--- src/hdl/strongly_connected_components_macros.svh ---
// Assertion helpers for the block's top module.
`ifndef STRONGLY_CONNECTED_COMPONENTS_MACROS_SVH
`define STRONGLY_CONNECTED_COMPONENTS_MACROS_SVH
// Implication checked on every rising clock edge outside reset.
`define SCC_ASSERT_IMP(label, clk, rst_n, ante, cons) \
  label: assert property (@(posedge clk) disable iff (!rst_n) (ante) |-> (cons)) \
    else $error("check failed");
// Next-cycle implication checked outside reset.
`define SCC_ASSERT_NEXT(label, clk, rst_n, ante, cons) \
  label: assert property (@(posedge clk) disable iff (!rst_n) (ante) |=> (cons)) \
    else $error("check failed");
`endif

--- src/hdl/scc_pkg.sv ---
package scc_pkg;
  localparam int unsigned MaxNodes = 32;
  localparam int unsigned IdxW = $clog2(MaxNodes);
  localparam int unsigned NodeW = 6;
  localparam int unsigned CompW = 5;

  localparam logic [1:0] CmdAdd = 2'd0;
  localparam logic [1:0] CmdRemove = 2'd1;
  localparam logic [1:0] CmdClear = 2'd2;
  localparam logic [1:0] CmdCompute = 2'd3;

  localparam logic [0:0] RegNodeCount = 1'b0;

  // One result request from the engine toward the output stage.
  typedef struct packed {
    logic [NodeW-1:0] node;
    logic [CompW-1:0] comp;
    logic             eoc;
    logic             last;
  } result_t;
endpackage

--- src/hdl/strongly_connected_components.sv ---
// Channel  | Direction | Signals
// request  | in        | cmd_i, from_node_i, to_node_i, valid_i / ready_o
// result   | out       | node_o, component_index_o, end_of_component_o, last_o, valid_o / ready_i
// config   | in        | APB: psel, penable, pwrite, paddr, pwdata, prdata, pready
//
// Add and remove go through accept, row read and write back; clear writes one matrix row
// per cycle after the accept. Pass one scans a whole row per search step; pass two tests
// one transposed candidate per step, through StP2Next, StP2Rd and StP2Scan.
// Reset clears the matrix row by row, and no request is taken until it is done.
// A stalled result holds the engine until the single output register drains.
module strongly_connected_components (
  input  logic                        clk_i,
  input  logic                        rst_ni,
  input  logic                        valid_i,
  output logic                        ready_o,
  input  logic [1:0]                  cmd_i,
  input  logic [scc_pkg::NodeW-1:0]   from_node_i,
  input  logic [scc_pkg::NodeW-1:0]   to_node_i,
  output logic                        valid_o,
  input  logic                        ready_i,
  output logic [scc_pkg::NodeW-1:0]   node_o,
  output logic [scc_pkg::CompW-1:0]   component_index_o,
  output logic                        end_of_component_o,
  output logic                        last_o,
  input  logic                        psel,
  input  logic                        penable,
  input  logic                        pwrite,
  input  logic [2:0]                  paddr,
  input  logic [31:0]                 pwdata,
  output logic [31:0]                 prdata,
  output logic                        pready
);
  `include "strongly_connected_components_macros.svh"

  localparam int unsigned N = scc_pkg::MaxNodes;
  localparam int unsigned IW = scc_pkg::IdxW;
  localparam int unsigned NW = scc_pkg::NodeW;

  typedef enum logic [3:0] {
    StInit, StIdle, StEditRd, StEditWr, StClear,
    StP1Start, StP1Rd, StP1Scan, StP2Pop, StP2Rd, StP2Scan, StP2Next
  } state_e;

  state_e state_q;
  logic [NW-1:0] ncount_q;
  logic [NW-1:0] n_eff;
  logic [IW:0]   sweep_q;
  logic [1:0]    cmd_q;
  logic [NW-1:0] a_q, b_q;
  logic [N-1:0]  visited_q;
  logic [NW-1:0] root_q;          // next start node for pass one
  logic [NW-1:0] snode_q [N];     // search stack nodes
  logic [NW-1:0] spos_q [N];      // search stack scan positions
  logic [IW:0]   sdepth_q;
  logic [NW-1:0] fstack_q [N];    // finishing order
  logic [IW:0]   fcount_q;
  logic [scc_pkg::CompW-1:0] comp_q;
  logic          any_q;           // a result is held back to know its flags
  scc_pkg::result_t pend_q;
  scc_pkg::result_t out_q;
  logic          ovalid_q;

  // Matrix memory.
  logic          we;
  logic [IW-1:0] waddr, raddr;
  logic [N-1:0]  wdata, rdata;

  scc_ram #(.Width(N), .Depth(N)) u_adj (
    .clk_i(clk_i), .we_i(we), .waddr_i(waddr), .wdata_i(wdata),
    .raddr_i(raddr), .rdata_o(rdata)
  );

  assign n_eff = (ncount_q > NW'(N)) ? NW'(N) : ncount_q;
  assign pready = 1'b1;
  assign prdata = (paddr[2] == scc_pkg::RegNodeCount) ? {{(32-NW){1'b0}}, ncount_q} : 32'd0;

  always_ff @(posedge clk_i or negedge rst_ni) begin
    if (!rst_ni) begin
      ncount_q <= '0;
    end else if (psel && penable && pwrite && paddr[2] == scc_pkg::RegNodeCount) begin
      ncount_q <= pwdata[NW-1:0];
    end
  end

  // Top of search stack and its scan of the row just read.
  logic [IW-1:0] top;
  logic [NW-1:0] tnode, tpos;
  logic [N-1:0]  colbits;
  logic          found;
  logic [NW-1:0] fnd;
  assign top = IW'(sdepth_q - 1'b1);
  assign tnode = snode_q[top];
  assign tpos = spos_q[top];

  // In pass two the row read is the transpose: column of node tnode, held in a row
  // memory, so pass two reads row u instead and we scan one u per step (see below).
  always_comb begin
    found = 1'b0;
    fnd = '0;
    for (int u = N; u >= 1; u--) begin
      if (NW'(u) > tpos && NW'(u) <= n_eff && rdata[u-1] && !visited_q[u-1]) begin
        found = 1'b1;
        fnd = NW'(u);
      end
    end
  end
  assign colbits = rdata;

  // Pass two: node popped from the finishing order, and the transposed edge test.
  logic [NW-1:0] pop_node;
  logic          pop_new;
  logic          scan_hit;
  assign pop_node = fstack_q[IW'(fcount_q - 1'b1)];
  assign pop_new = !visited_q[IW'(pop_node - 1'b1)];
  assign scan_hit = colbits[IW'(tnode - 1'b1)] && !visited_q[IW'(tpos)];

  logic ostall;
  logic out_load;
  assign ostall = ovalid_q && !ready_i;
  // The held-back result moves to the output register whenever a new node is found or
  // the computation ends.
  assign out_load = !ostall && any_q &&
                    (((state_q == StP2Pop) && ((fcount_q == '0) || pop_new)) ||
                     ((state_q == StP2Scan) && scan_hit));
  assign ready_o = (state_q == StIdle);
  assign valid_o = ovalid_q;
  assign node_o = out_q.node;
  assign component_index_o = out_q.comp;
  assign end_of_component_o = out_q.eoc;
  assign last_o = out_q.last;

  always_comb begin
    we = 1'b0;
    waddr = IW'(a_q - 1'b1);
    wdata = rdata;
    raddr = IW'(a_q - 1'b1);
    unique case (state_q)
      StInit: begin
        we = 1'b1; waddr = sweep_q[IW-1:0]; wdata = '0;
      end
      StClear: begin
        we = 1'b1; waddr = sweep_q[IW-1:0]; wdata = '0;
      end
      StEditWr: begin
        we = 1'b1;
        wdata = (cmd_q == scc_pkg::CmdAdd) ? (rdata | (N'(1) << (b_q - 1'b1)))
                                           : (rdata & ~(N'(1) << (b_q - 1'b1)));
      end
      StP1Start, StP1Rd: raddr = IW'(tnode - 1'b1);
      // Row of candidate u = tpos+1, held while the scan waits on the output.
      StP2Rd, StP2Scan: raddr = IW'(tpos);
      default: ;
    endcase
  end

  always_ff @(posedge clk_i or negedge rst_ni) begin
    if (!rst_ni) begin
      state_q <= StInit;
      sweep_q <= '0;
      sdepth_q <= '0;
      fcount_q <= '0;
      visited_q <= '0;
      ovalid_q <= 1'b0;
      any_q <= 1'b0;
      comp_q <= '0;
    end else begin
      if (out_load) begin
        ovalid_q <= 1'b1;
      end else if (ready_i) begin
        ovalid_q <= 1'b0;
      end
      unique case (state_q)
        StInit: begin
          sweep_q <= sweep_q + 1'b1;
          if (sweep_q == (IW+1)'(N - 1)) state_q <= StIdle;
        end
        StIdle: begin
          if (valid_i) begin
            cmd_q <= cmd_i; a_q <= from_node_i; b_q <= to_node_i;
            unique case (cmd_i)
              scc_pkg::CmdAdd, scc_pkg::CmdRemove: begin
                if (from_node_i != '0 && to_node_i != '0 &&
                    from_node_i <= n_eff && to_node_i <= n_eff) state_q <= StEditRd;
              end
              scc_pkg::CmdClear: begin
                sweep_q <= '0; state_q <= StClear;
              end
              default: begin
                visited_q <= '0; fcount_q <= '0; sdepth_q <= '0;
                root_q <= NW'(1); comp_q <= '0; any_q <= 1'b0;
                state_q <= StP1Start;
              end
            endcase
          end
        end
        StEditRd: state_q <= StEditWr;
        StEditWr: state_q <= StIdle;
        StClear: begin
          sweep_q <= sweep_q + 1'b1;
          if (sweep_q == (IW+1)'(N - 1)) state_q <= StIdle;
        end
        StP1Start: begin
          // Stack empty: pick next unvisited root, else go to pass two.
          if (sdepth_q == '0) begin
            if (root_q > n_eff) begin
              visited_q <= '0; state_q <= StP2Pop;
            end else begin
              root_q <= root_q + 1'b1;
              if (!visited_q[IW'(root_q - 1'b1)]) begin
                visited_q[IW'(root_q - 1'b1)] <= 1'b1;
                snode_q[0] <= root_q; spos_q[0] <= '0; sdepth_q <= (IW+1)'(1);
              end
            end
          end else begin
            state_q <= StP1Scan;   // row of top issued this cycle
          end
        end
        StP1Rd: state_q <= StP1Scan;
        StP1Scan: begin
          if (found) begin
            spos_q[top] <= fnd;
            visited_q[IW'(fnd - 1'b1)] <= 1'b1;
            snode_q[IW'(sdepth_q)] <= fnd; spos_q[IW'(sdepth_q)] <= '0;
            sdepth_q <= sdepth_q + 1'b1;
            state_q <= StP1Rd;
          end else begin
            fstack_q[IW'(fcount_q)] <= tnode;
            fcount_q <= fcount_q + 1'b1;
            sdepth_q <= sdepth_q - 1'b1;
            state_q <= StP1Start;
          end
        end
        StP2Pop: begin
          if (!ostall) begin
            if (fcount_q == '0) begin
              if (any_q) begin
                out_q <= '{node: pend_q.node, comp: pend_q.comp, eoc: 1'b1, last: 1'b1};
              end
              state_q <= StIdle;
            end else begin
              fcount_q <= fcount_q - 1'b1;
              if (pop_new) begin
                visited_q[IW'(pop_node - 1'b1)] <= 1'b1;
                snode_q[0] <= pop_node;
                spos_q[0] <= '0; sdepth_q <= (IW+1)'(1);
                if (any_q) begin
                  out_q <= pend_q;
                end
                pend_q <= '{node: pop_node, comp: comp_q, eoc: 1'b0, last: 1'b0};
                any_q <= 1'b1;
                state_q <= StP2Next;
              end
            end
          end
        end
        StP2Next: begin
          // Test candidate u = tpos+1 on the transpose: read row u-1, bit tnode-1.
          if (sdepth_q == '0) begin
            pend_q.eoc <= 1'b1; comp_q <= comp_q + 1'b1; state_q <= StP2Pop;
          end else if (tpos >= n_eff) begin
            sdepth_q <= sdepth_q - 1'b1;
          end else begin
            state_q <= StP2Rd;
          end
        end
        StP2Rd: state_q <= StP2Scan;
        StP2Scan: begin
          if (!ostall) begin
            spos_q[top] <= tpos + 1'b1;
            if (scan_hit) begin
              visited_q[IW'(tpos)] <= 1'b1;
              snode_q[IW'(sdepth_q)] <= tpos + 1'b1; spos_q[IW'(sdepth_q)] <= '0;
              sdepth_q <= sdepth_q + 1'b1;
              out_q <= pend_q;
              pend_q <= '{node: tpos + 1'b1, comp: comp_q, eoc: 1'b0, last: 1'b0};
            end
            state_q <= StP2Next;
          end
        end
        default: state_q <= StIdle;
      endcase
    end
  end

  // The output register is never overwritten while it still holds a result.
  `SCC_ASSERT_IMP(a_no_overwrite, clk_i, rst_ni, ostall, ##1 (valid_o && $stable(node_o)))
  // The search stack never grows past MaxNodes entries.
  `SCC_ASSERT_IMP(a_depth_bound, clk_i, rst_ni, 1'b1, sdepth_q <= (IW+1)'(N))
  // Requests are taken only when idle.
  `SCC_ASSERT_IMP(a_ready_idle, clk_i, rst_ni, ready_o, state_q == StIdle)
endmodule

--- src/hdl/scc_ram.sv ---
module scc_ram #(
  parameter int unsigned Width = 32,
  parameter int unsigned Depth = 32
) (
  input  logic                     clk_i,
  input  logic                     we_i,
  input  logic [$clog2(Depth)-1:0] waddr_i,
  input  logic [Width-1:0]         wdata_i,
  input  logic [$clog2(Depth)-1:0] raddr_i,
  output logic [Width-1:0]         rdata_o
);
  logic [Width-1:0] mem_q [Depth];

  always_ff @(posedge clk_i) begin
    if (we_i) begin
      mem_q[waddr_i] <= wdata_i;
    end
    rdata_o <= mem_q[raddr_i];
  end
endmodule
--- config.mk ---
export PLATFORM = sky130hd
export DESIGN_NAME = strongly_connected_components
export DESIGN_NICKNAME = d
export VERILOG_FILES = /design/src/hdl/scc_pkg.sv /design/src/hdl/strongly_connected_components.sv /design/src/hdl/scc_ram.sv
export VERILOG_INCLUDE_DIRS = /design/src /design/src/hdl
export SDC_FILE = /design/constraint.sdc
export NUM_CORES = 2
export LEC_CHECK = 0
export ABC_CLOCK_PERIOD_IN_PS = 12800
export BUFFER_PORTS_ARGS = -buffer_cell sky130_fd_sc_hd__buf_2
export CORE_ASPECT_RATIO = 0.8
export CORE_MARGIN = 1.5
export CORE_UTILIZATION = 30
export DETAILED_ROUTE_END_ITERATION = 7
export GPL_ROUTABILITY_DRIVEN = 0
export GPL_TIMING_DRIVEN = 0
export PLACE_DENSITY = 0.48
export SETUP_SLACK_MARGIN = 0.05
export SYNTH_ARGS = -nofsm -noshare
export SYNTH_HDL_FRONTEND = slang
export SYNTH_SLANG_ARGS = --single-unit
export TNS_END_PERCENT = 1
--- constraint.sdc ---
create_clock -name clk_i -period 12.8 [get_ports clk_i]
set_clock_uncertainty 0.05 [all_clocks]
set_input_delay 1.28 -clock clk_i [delete_from_list [all_inputs] [get_ports clk_i]]
set_output_delay 1.28 -clock clk_i [all_outputs]
set_load 0.01 [all_outputs]
==> flow_summary.json <==
{
  "detail_route.vias_per_cell": 5.56,
  "post_synth_instance_area_um2": 77500,
  "finalSetupViolCount": 0,
  "most_numerous_cell_in_the_yosys_netlist": "sky130_fd_sc_hd__edfxtp_1",
  "area_growth_syn_to_layout_pct": 17.0,
  "timing.setup.tns_ps": 0,
  "combinational_family_with_the_most_area_after_synthesis": "compound AO/OA/AOI/OAI gates",
  "crit_type": "flop to flop",
  "holdWs_ps": 214,
  "synth.distinct_cells": 116,
  "met3_wirelength_mm": 26.8,
  "hp-class": "input pin to async pin",
  "pre_cts_slack_ps": 2310,
  "critPathArrivalTime_ps": 11360,
  "synth_compound_gate_area_share_pct": 13.8,
  "grt_max_degree": 61,
  "rows": 166,
  "timing.final.hold_violations": 0,
  "clock_insertion_delay_worst_skew_ps": 880,
  "postCtsResizedCells": 0,
  "antenna_violations_before_repair": 24,
  "maxCapViolCount": 2,
  "synth_largest_type_area_fraction_pct": 56.3,
  "drtAntennaViolNets": 0,
  "final_period_minus_worst_setup_slack_ps": 10650,
  "clock-root-buffer": "sky130_fd_sc_hd__clkbuf_16",
  "avgSynthCellArea_um2": 13.1,
  "fp.dieArea_um2": 261000,
  "dieWidth_um": 571,
  "slew_headroom_pct": -4.33,
  "hold_buffers": 0,
  "final_critical_path_setup_slack_ps": 2150,
  "wire_length_of_the_first_global_routing_pass_mm": 394,
  "grt_util_all_layers_pct": 21.0,
  "wirelength_met1_mm": 128,
  "timing.critical_path.to_type": "flop",
  "final_nets": 6355,
  "cts_num_sinks": 1743,
  "cts_setup_buffers": 0,
  "port_buffers": 48,
  "drive_above_1_share_pct": 14.0,
  "dr.pass1.iters": 6,
  "synth_xor_area_share_pct": 0.468,
  "setup.worst_path.start_class": "flop",
  "cts-buffers-inserted": 188,
  "fp.coreArea_um2": 256000,
  "async_reset_ff_share_pct": 3.84,
  "topRoutingLayerUsed": "met5",
  "synth-edff-count": 1452,
  "ys.flop_type": "sky130_fd_sc_hd__edfxtp_1",
  "req_time_crit_path_ps": 13510,
  "routedWlPerCell_um": 28.3,
  "layout.filler_cells": 24954,
  "rsz0062_at_grt": "false",
  "cts.path.max_buffers": 3,
  "violations": "max-capacitance violations, max-slew violations",
  "dieHeight_um": 457,
  "tritoncts": "yes",
  "final_report_max_slew_violation_count": 17,
  "final.period_utilization_pct": 83.2,
  "synth.top_cells.by_area": "sky130_fd_sc_hd__edfxtp_1, sky130_fd_sc_hd__dfxtp_1, sky130_fd_sc_hd__mux4_2",
  "yosys-mux-area-fraction_pct": 6.81,
  "overflow": 0,
  "synth_cells": 5906,
  "htree_num_levels": 4,
  "clk_pin_slew_worst_paths_ps": 60,
  "multi_input_area_um2": 26100,
  "grt_pass1_vias": 51763,
  "final-seq-area_um2": 49800,
  "drt-initial-drc-count": 7314,
  "wl_mm": 279,
  "synth_adder_area_share_pct": 0.824,
  "result_of_the_run": "complete, but fails checks",
  "yosys_warnings": 0,
  "synth_commonest_cells": "sky130_fd_sc_hd__edfxtp_1, sky130_fd_sc_hd__nand2_1, sky130_fd_sc_hd__nor2_1",
  "initial_utilization_pct": 30.2,
  "synth-seq-cells": 1743,
  "synth_top_area_cell": "sky130_fd_sc_hd__edfxtp_1",
  "synth_simple_gate_area_share_pct": 10.7,
  "crit_fanout": 10,
  "number_of_design_rule_violations_left_after_detail_routing": 0,
  "routed-via-count": 54860,
  "max_freq_mhz": 93.9,
  "synth-seq-area-share_pct": 64.2,
  "tightest_slew_ps": 1560,
  "post-dp-hpwl_mm": 201,
  "floorplan.io_pins": 104,
  "detailroute.wirelength.met2_mm": 115
}
## metal layers
| layer | GRT usage [%] | vias to the layer above |
|---|---|---|
| met3 | 4.97 | 471 |
| met4 | 6.47 | 16 |
| li1 | - | 23556 |
| met2 | 29.4 | 2755 |
| met5 | 0.129 | - |
| met1 | 31.6 | 28062 |
## registers in the layout, summed over array words and instances (netlist names), 12 cells and up
| register | cells |
|---|---|
| visited_q | 32 |
| u_adj.rdata_o | 32 |
| u_adj.mem_q | 1024 |
| fstack_q | 192 |
| snode_q | 192 |
| pend_q | 12 |
| spos_q | 192 |
## cell families (layout without fill, tap and decap cells)
group | Yosys count | count (layout)
fa+ha+maj | 51 | 51
buf+inv | 534 | 1004
xor+xnor | 38 | 38
mux | 290 | 290
simple gates | 1761 | 1761
compound gates | 1487 | 1487
flops | 1743 | 1743
other cells | 2 | 42
## critical path: stages, from the launching register on
cell and delay, ps:
sky130_fd_sc_hd__dfrtp_1 400, sky130_fd_sc_hd__buf_6 150, sky130_fd_sc_hd__buf_6 230, sky130_fd_sc_hd__buf_6 240, sky130_fd_sc_hd__inv_1 220, sky130_fd_sc_hd__ha_1 350, sky130_fd_sc_hd__buf_2 350, sky130_fd_sc_hd__buf_2 550
sky130_fd_sc_hd__buf_2 640, sky130_fd_sc_hd__buf_2 530, sky130_fd_sc_hd__mux4_2 410, sky130_fd_sc_hd__mux4_2 550, sky130_fd_sc_hd__mux2i_1 540, sky130_fd_sc_hd__ha_1 330, sky130_fd_sc_hd__clkbuf_1 440, sky130_fd_sc_hd__o22ai_1 180
sky130_fd_sc_hd__a31oi_1 930, sky130_fd_sc_hd__clkbuf_2 780, sky130_fd_sc_hd__buf_1 860, sky130_fd_sc_hd__clkbuf_1 510, sky130_fd_sc_hd__a31oi_1 220, sky130_fd_sc_hd__a21oi_1 330, sky130_fd_sc_hd__a21oi_1 370, sky130_fd_sc_hd__a21o_1 300
## final timing paths
check,startpoint,end,slack (ps),cells after the start
max reg2reg,sdepth_q[0],u_adj.rdata_o[17],2150,23
max,sdepth_q[0],u_adj.rdata_o[17],2150,23
min reg2reg,pend_q[8],node_o[1],380,0
min,rst_ni,sdepth_q[2],210,1
min in group clk_i,pend_q[8],node_o[1],380,0
max in group asynchronous,rst_ni,visited_q[16],11800,2
## cell type report
class / instances / area share [%]
flip-flops and latches: 1743 / 54.9
multi-input cells: 3654 / 28.7
clock buffers: 267 / 5.73
well taps: 3444 / 4.75
plain buffers: 483 / 2.49
repair buffers: 127 / 2.19
clock inverters: 76 / 0.959
inverters: 51 / 0.211
diodes: 15 / 0.0414
## per-stage QoR
| stage | utilization [%] | cell area (um^2) | instances |
|---|---|---|---|
| 2_1_floorplan | - | 77600 | 5931 |
| 3_3_place_gp | 32.0 | 82100 | 9423 |
| 3_5_place_dp | 33.0 | 84500 | 9501 |
| 4_1_cts | 35.3 | 90600 | 9844 |
| 5_1_grt | 35.4 | 90600 | 9856 |
| 6_report | 35.4 | 90700 | 9860 |
## placed cells by master, fill, tap and decap left out, drive strengths merged, types with 154 or more instances in the layout
cell	instances
edfxtp	1452
nand2	709
clkbuf	579
nor2	425
a211oi	362
buf	298
and2	280
a21oi	256
dfxtp	224
mux4	188
a31oi	165
a221oi	163
o21ai	154
Power is not shown: default switching activity piles up to over one toggle a cycle in this logic, so the estimate is an artifact.
